$ cat config.mk
export PLATFORM = sky130hd
export DESIGN_NAME = deque_with_value_removal_core
export DESIGN_NICKNAME = d
export VERILOG_FILES = /design/src/deq_pkg.sv /design/src/deq_cell.sv /design/src/deque_with_value_removal_core.sv
export SDC_FILE = /design/constraint.sdc
export NUM_CORES = 2
export LEC_CHECK = 0
export BUFFER_PORTS_ARGS = -buffer_cell sky130_fd_sc_hd__buf_2
export CAP_MARGIN = 10
export CELL_PAD_IN_SITES_DETAIL_PLACEMENT = 0
export CELL_PAD_IN_SITES_GLOBAL_PLACEMENT = 1
export CORE_MARGIN = 2
export CORE_UTILIZATION = 48
export DETAILED_ROUTE_END_ITERATION = 8
export PLACE_DENSITY_LB_ADDON = 0.1
export RECOVER_POWER = 50
export SKIP_CTS_REPAIR_TIMING = 1
export SYNTH_ARGS = -nofsm -noshare
export SYNTH_HDL_FRONTEND = slang
export SYNTH_SLANG_ARGS = --single-unit
$ cat constraint.sdc
create_clock -name i_clk -period 4.6 [get_ports i_clk]
set_clock_uncertainty 0.1 [all_clocks]
set_input_delay 0 -clock i_clk [delete_from_list [all_inputs] [get_ports i_clk]]
set_output_delay 0 -clock i_clk [all_outputs]
set_load 0.005 [all_outputs]
$ cat src/deq_pkg.sv
package deq_pkg;

    localparam int DEPTH   = 16;
    localparam int DATA_W  = 32;
    localparam int KIND_W  = 3;
    localparam int STAT_W  = 2;
    localparam int OCC_W   = 5;
    localparam int CNT_W   = $clog2(DEPTH + 1);

    localparam logic [KIND_W-1:0] KIND_PUSH_FRONT = 3'd0;
    localparam logic [KIND_W-1:0] KIND_PUSH_BACK  = 3'd1;
    localparam logic [KIND_W-1:0] KIND_POP_FRONT  = 3'd2;
    localparam logic [KIND_W-1:0] KIND_POP_BACK   = 3'd3;
    localparam logic [KIND_W-1:0] KIND_REMOVE     = 3'd4;

    localparam logic [STAT_W-1:0] ST_OK        = 2'd0;
    localparam logic [STAT_W-1:0] ST_EMPTY     = 2'd1;
    localparam logic [STAT_W-1:0] ST_NOT_FOUND = 2'd2;
    localparam logic [STAT_W-1:0] ST_FULL      = 2'd3;

    typedef logic [DATA_W-1:0] t_data;

    // what a cell loads on the next edge
    typedef enum logic [1:0] {
        MODE_HOLD       = 2'd0,
        MODE_FROM_LEFT  = 2'd1,
        MODE_FROM_RIGHT = 2'd2,
        MODE_LOAD       = 2'd3
    } t_cell_mode;

    typedef struct packed {
        t_cell_mode mode;
        logic       occupied;
    } t_cell_ctrl;

endpackage

$ cat src/deq_cell.sv
module deq_cell
    import deq_pkg::*;
(
    input  logic       i_clk,
    input  t_cell_ctrl i_ctrl,
    input  t_data      i_key,
    input  t_data      i_left,
    input  t_data      i_right,
    input  logic       i_seen,
    output t_data      o_data,
    output logic       o_match,
    output logic       o_seen
);

    t_data r_data;
    t_data n_data;

    always_comb begin
        case (i_ctrl.mode)
            MODE_FROM_LEFT:  n_data = i_left;
            MODE_FROM_RIGHT: n_data = i_right;
            MODE_LOAD:       n_data = i_key;
            default:         n_data = r_data;
        endcase
    end

    always_ff @(posedge i_clk) begin
        r_data <= n_data;
    end

    assign o_data  = r_data;
    assign o_match = i_ctrl.occupied && (r_data == i_key);
    // running "match at or before this cell" along the row
    assign o_seen  = i_seen | o_match;

endmodule

$ cat src/deque_with_value_removal_core.sv
// channel | valid       | ready       | payload
// --------+-------------+-------------+-----------------------------------------
// request | i_in_valid  | o_in_ready  | i_kind, i_value
// result  | o_out_valid | i_out_ready | o_removed_value, o_status, o_occupancy
//
// one transaction per cycle unless a held result waits on i_out_ready: the whole
// row of cells shifts, loads or holds at once, and the row search plus the result
// register set the path. the result is registered and appears in the cycle after
// the request is taken. reset clears the count and the result valid flag; cell
// contents and the result payload are not reset.
// a held result blocks new requests only while i_out_ready is low.
module deque_with_value_removal_core
    import deq_pkg::*;
(
    input  logic                     i_clk,
    input  logic                     i_rst_n,
    input  logic                     i_in_valid,
    output logic                     o_in_ready,
    input  logic [KIND_W-1:0]        i_kind,
    input  logic signed [DATA_W-1:0] i_value,
    output logic                     o_out_valid,
    input  logic                     i_out_ready,
    output logic signed [DATA_W-1:0] o_removed_value,
    output logic [STAT_W-1:0]        o_status,
    output logic [OCC_W-1:0]         o_occupancy
);

    logic [CNT_W-1:0]  r_count;
    logic [CNT_W-1:0]  n_count;
    logic              r_out_valid;
    t_data             r_removed;
    t_data             n_removed;
    logic [STAT_W-1:0] r_status;
    logic [STAT_W-1:0] n_status;
    logic [CNT_W-1:0]  r_occ;

    t_data             w_key;
    t_data             w_data  [DEPTH];
    logic [DEPTH-1:0]  w_match;
    logic [DEPTH:0]    w_seen;
    logic [DEPTH-1:0]  w_last;
    logic [DEPTH-1:0]  w_tail;
    logic [DEPTH-1:0]  w_occ;
    t_cell_ctrl        w_ctrl  [DEPTH];
    logic              w_go;
    logic              w_full;
    logic              w_empty;
    logic              w_front_hit;
    logic              w_back_hit;
    logic              w_found;
    t_data             w_back_data;

    assign w_key      = i_value;
    assign o_in_ready = !r_out_valid || i_out_ready;
    assign w_go       = i_in_valid && o_in_ready;
    assign w_full     = (r_count == CNT_W'(DEPTH));
    assign w_empty    = (r_count == '0);
    assign w_seen[0]  = 1'b0;

    genvar g;
    generate
        for (g = 0; g < DEPTH; g++) begin : g_cell
            localparam logic [CNT_W-1:0] IDX = CNT_W'(g);
            localparam logic [CNT_W-1:0] IDX1 = CNT_W'(g + 1);

            assign w_occ[g]  = (IDX < r_count);
            assign w_last[g] = (IDX1 == r_count);
            assign w_tail[g] = (IDX1 >= r_count);

            deq_cell u_cell (
                .i_clk   (i_clk),
                .i_ctrl  (w_ctrl[g]),
                .i_key   (w_key),
                .i_left  ((g == 0) ? t_data'('0) : w_data[(g == 0) ? 0 : g - 1]),
                .i_right ((g == DEPTH - 1) ? t_data'('0)
                                           : w_data[(g == DEPTH - 1) ? g : g + 1]),
                .i_seen  (w_seen[g]),
                .o_data  (w_data[g]),
                .o_match (w_match[g]),
                .o_seen  (w_seen[g+1])
            );
        end
    endgenerate

    assign w_front_hit = w_match[0];
    assign w_back_hit  = |(w_match & w_last);
    assign w_found     = w_seen[DEPTH];

    always_comb begin
        w_back_data = '0;
        for (int i = 0; i < DEPTH; i++) begin
            w_back_data = w_back_data | (w_data[i] & {DATA_W{w_last[i]}});
        end
    end

    // per-cell control and the result of this request
    always_comb begin
        logic rm;
        rm        = 1'b0;
        n_count   = r_count;
        n_status  = ST_OK;
        n_removed = '0;
        for (int i = 0; i < DEPTH; i++) begin
            w_ctrl[i].occupied = w_occ[i];
            w_ctrl[i].mode     = MODE_HOLD;
        end
        unique case (i_kind)
            KIND_PUSH_FRONT: begin
                if (w_full) begin
                    n_status = ST_FULL;
                end else begin
                    n_count = r_count + 1'b1;
                    for (int i = 0; i < DEPTH; i++) begin
                        w_ctrl[i].mode = (i == 0) ? MODE_LOAD : MODE_FROM_LEFT;
                    end
                end
            end
            KIND_PUSH_BACK: begin
                if (w_full) begin
                    n_status = ST_FULL;
                end else begin
                    n_count = r_count + 1'b1;
                    for (int i = 0; i < DEPTH; i++) begin
                        if (CNT_W'(i) == r_count) w_ctrl[i].mode = MODE_LOAD;
                    end
                end
            end
            KIND_POP_FRONT: begin
                if (w_empty) begin
                    n_status = ST_EMPTY;
                end else begin
                    n_count   = r_count - 1'b1;
                    n_removed = w_data[0];
                    for (int i = 0; i < DEPTH; i++) begin
                        w_ctrl[i].mode = MODE_FROM_RIGHT;
                    end
                end
            end
            KIND_POP_BACK: begin
                if (w_empty) begin
                    n_status = ST_EMPTY;
                end else begin
                    n_count   = r_count - 1'b1;
                    n_removed = w_back_data;
                end
            end
            KIND_REMOVE: begin
                if (w_empty) begin
                    n_status = ST_EMPTY;
                end else if (!w_found) begin
                    n_status = ST_NOT_FOUND;
                end else begin
                    n_count   = r_count - 1'b1;
                    n_removed = w_key;
                    // front match wins, then back match, then first match
                    for (int i = 0; i < DEPTH; i++) begin
                        rm = w_front_hit ? 1'b1 : (w_back_hit ? w_tail[i] : w_seen[i+1]);
                        if (rm) w_ctrl[i].mode = MODE_FROM_RIGHT;
                    end
                end
            end
            default: begin
            end
        endcase
        if (!w_go) begin
            n_count = r_count;
            for (int i = 0; i < DEPTH; i++) begin
                w_ctrl[i].mode = MODE_HOLD;
            end
        end
    end

    always_ff @(posedge i_clk) begin
        if (!i_rst_n) begin
            r_count     <= '0;
            r_out_valid <= 1'b0;
        end else begin
            r_count <= n_count;
            if (w_go) begin
                r_out_valid <= 1'b1;
            end else if (i_out_ready) begin
                r_out_valid <= 1'b0;
            end
        end
    end

    always_ff @(posedge i_clk) begin
        if (w_go) begin
            r_removed <= n_removed;
            r_status  <= n_status;
            r_occ     <= n_count;
        end
    end

    assign o_out_valid     = r_out_valid;
    assign o_removed_value = r_removed;
    assign o_status        = r_status;
    assign o_occupancy     = OCC_W'(r_occ);

`ifndef SYNTHESIS
    a_count_bound: assert property (@(posedge i_clk) disable iff (!i_rst_n)
        r_count <= CNT_W'(DEPTH))
        else $error("entry count above depth");

    a_result_follows: assert property (@(posedge i_clk) disable iff (!i_rst_n)
        w_go |=> r_out_valid)
        else $error("accepted request gave no result");

    a_occ_tracks: assert property (@(posedge i_clk) disable iff (!i_rst_n)
        r_out_valid |-> (r_occ == r_count))
        else $error("held occupancy differs from count");

    a_push_grows: assert property (@(posedge i_clk) disable iff (!i_rst_n)
        (w_go && !w_full && (i_kind == KIND_PUSH_FRONT || i_kind == KIND_PUSH_BACK))
        |=> (r_count == $past(r_count) + 1'b1))
        else $error("push did not grow the list");
`endif

endmodule

Word level (Yosys, flattened, before mapping)
Index checks and enable logic that the tools add are counted.
Storage, ports and cells
  output and inout bits: 41
  register bits after elaboration: 557
Operators by class
  bitwise operators: 47
  add/subtract/negate cells: 2
  $lt $le $gt $ge: 32
  equal/unequal tests: 85
  reduce and logical (&&, ||, !) cells: 41
  mux-type cells: 181
Operator list (number)
  32-bit case mux with 3 select lines: 17
  32-bit AND: 16
  32-bit equality test: 16
  32-bit bitwise OR: 15
  2-bit two-way mux: 101
  32-bit two-way mux: 4
  2-bit case mux with 4 select lines: 16
  2-bit equality test, second input constant: 32
  3-bit nonzero test: 16
  4-bit by 5-bit equality test with 1-bit output, first input constant: 8
  4-bit by 5-bit greater-or-equal comparator with 1-bit output, first input constant: 8
  4-bit by 5-bit less-than comparator with 1-bit output, first input constant: 8
  1-bit two-way mux: 36
  2-bit by 1-bit equality test with 1-bit output, second input constant: 16
  5-bit two-way mux: 5
  3-bit by 5-bit equality test with 1-bit output, first input constant: 4
  3-bit by 5-bit greater-or-equal comparator with 1-bit output, first input constant: 4
  3-bit by 5-bit less-than comparator with 1-bit output, first input constant: 4
  1-bit logical AND: 17
  16-bit AND: 1
  16-bit OR reduction: 1
  1-bit bitwise OR: 15
  5-bit case mux with 3 select lines: 1
  2-bit by 5-bit equality test with 1-bit output, first input constant: 2
  20 further kinds: 25

Logic depth before layout (Yosys ltp)
  depth after elaboration: 26
  mapped depth: 16

Cells and area by module
From an unflattened synthesis, not the netlist that was laid out.
Second synthesis, totals
  cells, all modules: 3764
  area total of the unflattened synthesis: 38220.4 µm²
Modules (own cells, without submodules)
  deq_cell: area each 1981.9 µm², seq. area each 960.9 µm², cells each 186, instances 16
  deque_with_value_removal_core: area each 6510.0 µm², seq. area each 1291.2 µm², cells each 788, instances 1

Least setup slack after synthesis
OpenSTA, ideal clock, no wires.
  path kind: reg2reg
  start: reg r_count[1]
  end: reg g_cell[7].u_cell.r_data[0] (enable)
  cell stages (with the launch flop): 14
  data required time: 4.059 ns
  setup slack: -0.287 ns
  buffers on the path: 2
  arrival time: 4.347 ns
  setup time: 0.441 ns
  path through: dfxtp_1 -> clkbuf_1 -> clkinv_1 -> ha_1 -> o21ai_0 -> nand2_1 -> or3_1 -> nand3_2 -> nor3b_4 -> nand4_4 -> and2b_4 -> buf_6 -> o21ai_1 -> a31oi_1
On the way
  cells in the longest elaborated chain, start to end: 23
  elaborated cells between the ends (all ways): 83
  classes of those cells: order compare: 17; eq/ne: 20; mux: 11; bitwise: 16; reduce/logical: 19
Ends and longest elaborated chain
  start, declared: RTL line deque_with_value_removal_core.sv:28  | logic [CNT_W-1:0] r_count;
  start signal, assigned: RTL line deque_with_value_removal_core.sv:178  | r_count <= n_count;
  1-bit by 5-bit less-than comparator with 1-bit output: RTL line deque_with_value_removal_core.sv:66  | assign w_occ[g] = (IDX < r_count);
  1-bit logical AND: RTL line deq_cell.sv:32  | assign o_match = i_ctrl.occupied && (r_data == i_key);
  1-bit bitwise OR (15 in a row): RTL line deq_cell.sv:34  | assign o_seen = i_seen | o_match;
  2-bit two-way mux: RTL line deque_with_value_removal_core.sv:150  | end else if (!w_found) begin
  2-bit two-way mux: RTL line deque_with_value_removal_core.sv:148  | if (w_empty) begin
  2-bit case mux with 4 select lines *: RTL line deque_with_value_removal_core.sv:107  | unique case (i_kind)
  2-bit two-way mux *: RTL line deque_with_value_removal_core.sv:165  | if (!w_go) begin
  2-bit by 1-bit equality test with 1-bit output / 2-bit equality test (equally long branches): RTL line deq_cell.sv:19  | case (i_ctrl.mode)
  3-bit nonzero test (no source line) *
  end signal, assigned: RTL line deq_cell.sv:28  | r_data <= n_data;
  end, declared: RTL line deq_cell.sv:15  | t_data r_data;
Every way passes the cells marked *; elsewhere a longest branch is shown, timed or not.
A chain may end at the register's enable or synchronous reset.

Worst setup path after layout
  start: reg g_cell[2].u_cell.r_data[13]
  end: reg r_removed[20], in the netlist o_removed_value[20], data pin
On the way
  cells in the longest elaborated chain, start to end: 19
Ends and longest elaborated chain
  start, declared: RTL line deq_cell.sv:15
  start signal, assigned: RTL line deq_cell.sv:28
  32-bit equality test: RTL line deq_cell.sv:32
  1-bit logical AND: RTL line deq_cell.sv:32
  1-bit bitwise OR (14 in a row): RTL line deq_cell.sv:34
  32-bit two-way mux: RTL line deque_with_value_removal_core.sv:150
  32-bit two-way mux: RTL line deque_with_value_removal_core.sv:148
  32-bit case mux with 3 select lines: RTL line deque_with_value_removal_core.sv:107
  named net n_removed[20]: RTL line deque_with_value_removal_core.sv:32  | t_data n_removed;
  end signal, assigned: RTL line deque_with_value_removal_core.sv:189  | r_removed <= n_removed;
  end, declared: RTL line deque_with_value_removal_core.sv:31  | t_data r_removed;
The timed path passes the listed nets, and every way through them passes these cells.

==> results.sh <==
export IMPL_syn_avg_cell_area_um2=11.4
export IMPL_violations="negative setup slack"
export IMPL_cp_start_kind="flip-flop"
export IMPL_die_x_um=299
export IMPL_grt_ovfl_total=0
export IMPL_status="finished, violations left"
export IMPL_cts_tree="yes"
export IMPL_fin_cells=5243
export IMPL_yosysMostFrequentCell="mux2_2"
export IMPL_slew_limit_headroom=0.207
export IMPL_io_pins=80
export IMPL_rsz0062_at_grt="no"
export IMPL_ys_top_cells_by_count="731 x mux2_2, 551 x edfxtp_1, 378 x xnor2_1"
export IMPL_ys_ff_latch=557
export IMPL_synth_top_area_cell="edfxtp_1"
export IMPL_hold_path_class="in2reg"
export IMPL_grt_pass1_wl_mm=307
export IMPL_first_iter_violations=6530
export IMPL_fin_area_um2=49700
export IMPL_required_ps=5030
export IMPL_dpl_cell_area_um2=47200
export IMPL_layout_drive_gt1_share=0.389
export IMPL_start_util=0.483
export IMPL_netlist_area_leader_share=0.396
export IMPL_vias=38300
export IMPL_syn_inst=3657
export IMPL_hold_violations=0
export IMPL_drc=0
export IMPL_yosys_warnings=0
export IMPL_tightest_slew_ps=1190
export IMPL_end_kind="flip-flop"
export IMPL_hpwl_mm=171
export IMPL_p_leak_uw=0.0169
export IMPL_ant_nets=0
export IMPL_track_usage=0.496
export IMPL_fillers=7383
export IMPL_synthTopCellsByArea="edfxtp_1 40%, mux2_2 20%, xnor2_1 7.9%"
export IMPL_worst_hold_slack_ps=0.186
export IMPL_drv_cap=0
export IMPL_synthArstFlopShare=0
export IMPL_num_rows=108
export IMPL_clkTransAtPathRegs_ps=60
export IMPL_synth_seq_area_share=0.398
export IMPL_ctsLongestPathBuffers=3
export IMPL_fin_nets=4069
export IMPL_worstSetupPathType="reg2reg"
export IMPL_crit_arrival_ps=5180
export IMPL_setup_ws_ps=-154
export IMPL_clkLatencyLatePin_ps=690
export IMPL_synth_edff_count=551
export IMPL_die_h_um=299
export IMPL_grt_max_degree=65
export IMPL_finalCritPeriodShare=1.03
export IMPL_io_buffers=79
export IMPL_clock_root_buffer="clkbuf_16"
export IMPL_syn_cell_area_um2=41800
export IMPL_max_freq_ghz=0.210
export IMPL_power_density_nw_per_um2=286
export IMPL_numCtsBuffers=72
export IMPL_antenna_found_initial=8
export IMPL_routabilityCongestion=1.13
export IMPL_synthToLayoutAreaGrowth_pct=18.7
export IMPL_routedWlPerCell_um=43.5
export IMPL_vdd_drop_max_mv=0.347
export IMPL_detail_route_first_pass_iterations=8
export IMPL_post_route_min_period_ps=4750
export IMPL_core_area_um2=86600
export IMPL_synth_net_count=3701
export IMPL_dp_cells=5079
export IMPL_setup_violations=106
export IMPL_vias_per_cell=7.30
export IMPL_numClockSinks=557
export IMPL_drv_slew=0
export IMPL_die_area_um2=89500
export IMPL_ys_flop_type="edfxtp_1"
export IMPL_cts_htree_levels=3
export IMPL_grt_pass1_vias=36100
export IMPL_yosysUniqueCellTypes=89
export IMPL_wl_mm=228
export IMPL_critPathMaxFanout=22
## worst paths after layout
path                                  to  depth (start not counted)                   startpoint  slack, ps
max                  o_removed_value[20]                         12  g_cell[2].u_cell.o_data[13]       -150
min          g_cell[0].u_cell.o_data[25]                          2                  i_value[25]        0.2
max reg2reg          o_removed_value[20]                         12  g_cell[2].u_cell.o_data[13]       -150
min reg2reg  g_cell[1].u_cell.o_data[15]                          1  g_cell[0].u_cell.o_data[15]        540
## kinds of logic (layout without fill, tap and decap cells)
| kind of cell | Yosys count | count (layout) | share of synthesized area |
|---|---|---|---|
| and+or+nand+nor | 748 | 748 | 0.0966 |
| xor gates and xnor gates | 520 | 520 | 0.109 |
| DFF | 557 | 557 | 0.398 |
| muxes | 909 | 909 | 0.252 |
| adders and majority gates | 5 | 5 | 0.00150 |
| AOI/OAI and AO/OA | 581 | 581 | 0.102 |
| other | 0 | 6 | 0 |
| buffers and inverters | 337 | 762 | 0.0406 |
## per-stage QoR
step / setup slack, ps / TNS, ps / utilization / power [µW]
floorplan: 474 / 0 / - / 7070
CTS: -50.2 / -962 / 0.572 / 14100
global route: 4.16 / 0 / 0.573 / 14400
global placement: -126 / -6170 / 0.545 / 8200
finish: -154 / -2200 / 0.573 / 14200
detailed placement: -78.5 / -4410 / 0.545 / 8220
## report_power, final
part / internal (µW) / switching [µW]
combinational: 870 / 1610
clock: 3360 / 2560
sequential: 5680 / 144
total: 9900 / 4320
## cell type report
| type | instances | area, µm² | area share |
|---|---|---|---|
| timing repair buffer | 622 | 5050 | 0.102 |
| tap | 1155 | 1450 | 0.0291 |
| clock buffer | 84 | 1880 | 0.0378 |
| inverter | 9 | 37.5 | 0.000756 |
| clock inverter | 47 | 515 | 0.0104 |
| multi-input combinational | 2763 | 24000 | 0.484 |
| sequential | 557 | 16700 | 0.336 |
| antenna | 6 | 15.0 | 0.000302 |
## layer usage
layer,part of all wire,global-route usage
met1,0.36,0.627
met2,0.41,0.720
met3,0.14,0.182
met4,0.083,0.304
met5,0.00018,0
## registers in the layout (all words and copies together) (netlist names)
name / flops
g_cell.u_cell.o_data: 512
o_occupancy: 5
o_out_valid: 1
o_removed_value: 32
o_status: 2
r_count: 5
## placed cells by master, fill, tap and decap left out, types with 51 or more instances in the layout
master,Yosys,layout
buf_2,75,54
clkbuf_1,179,53
nand4_1,183,183
nand2_1,185,184
edfxtp_1,551,551
nor2_1,115,104
a22o_1,102,102
a21oi_1,84,69
a221oi_1,54,54
a22oi_1,82,82
o21ai_0,109,110
clkbuf_16,0,72
buf_4,33,421
mux2_2,731,731
nor4_1,64,62
buf_12,4,51
xnor2_1,378,366
mux2_4,90,90
xor2_1,142,135
## worst max-delay path, cell delays in order (launching register included)
cell      delay, ps
edfxtp_1        480
xnor2_1         760
nand4_1         190
or4_1           630
o41ai_1         630
nand3b_1        320
nor4_1          110
buf_2           200
nor2_2          130
clkbuf_4        590
clkbuf_1        250
nand2_1          80
nand2_1         100
(Power assumes the default switching activity.)
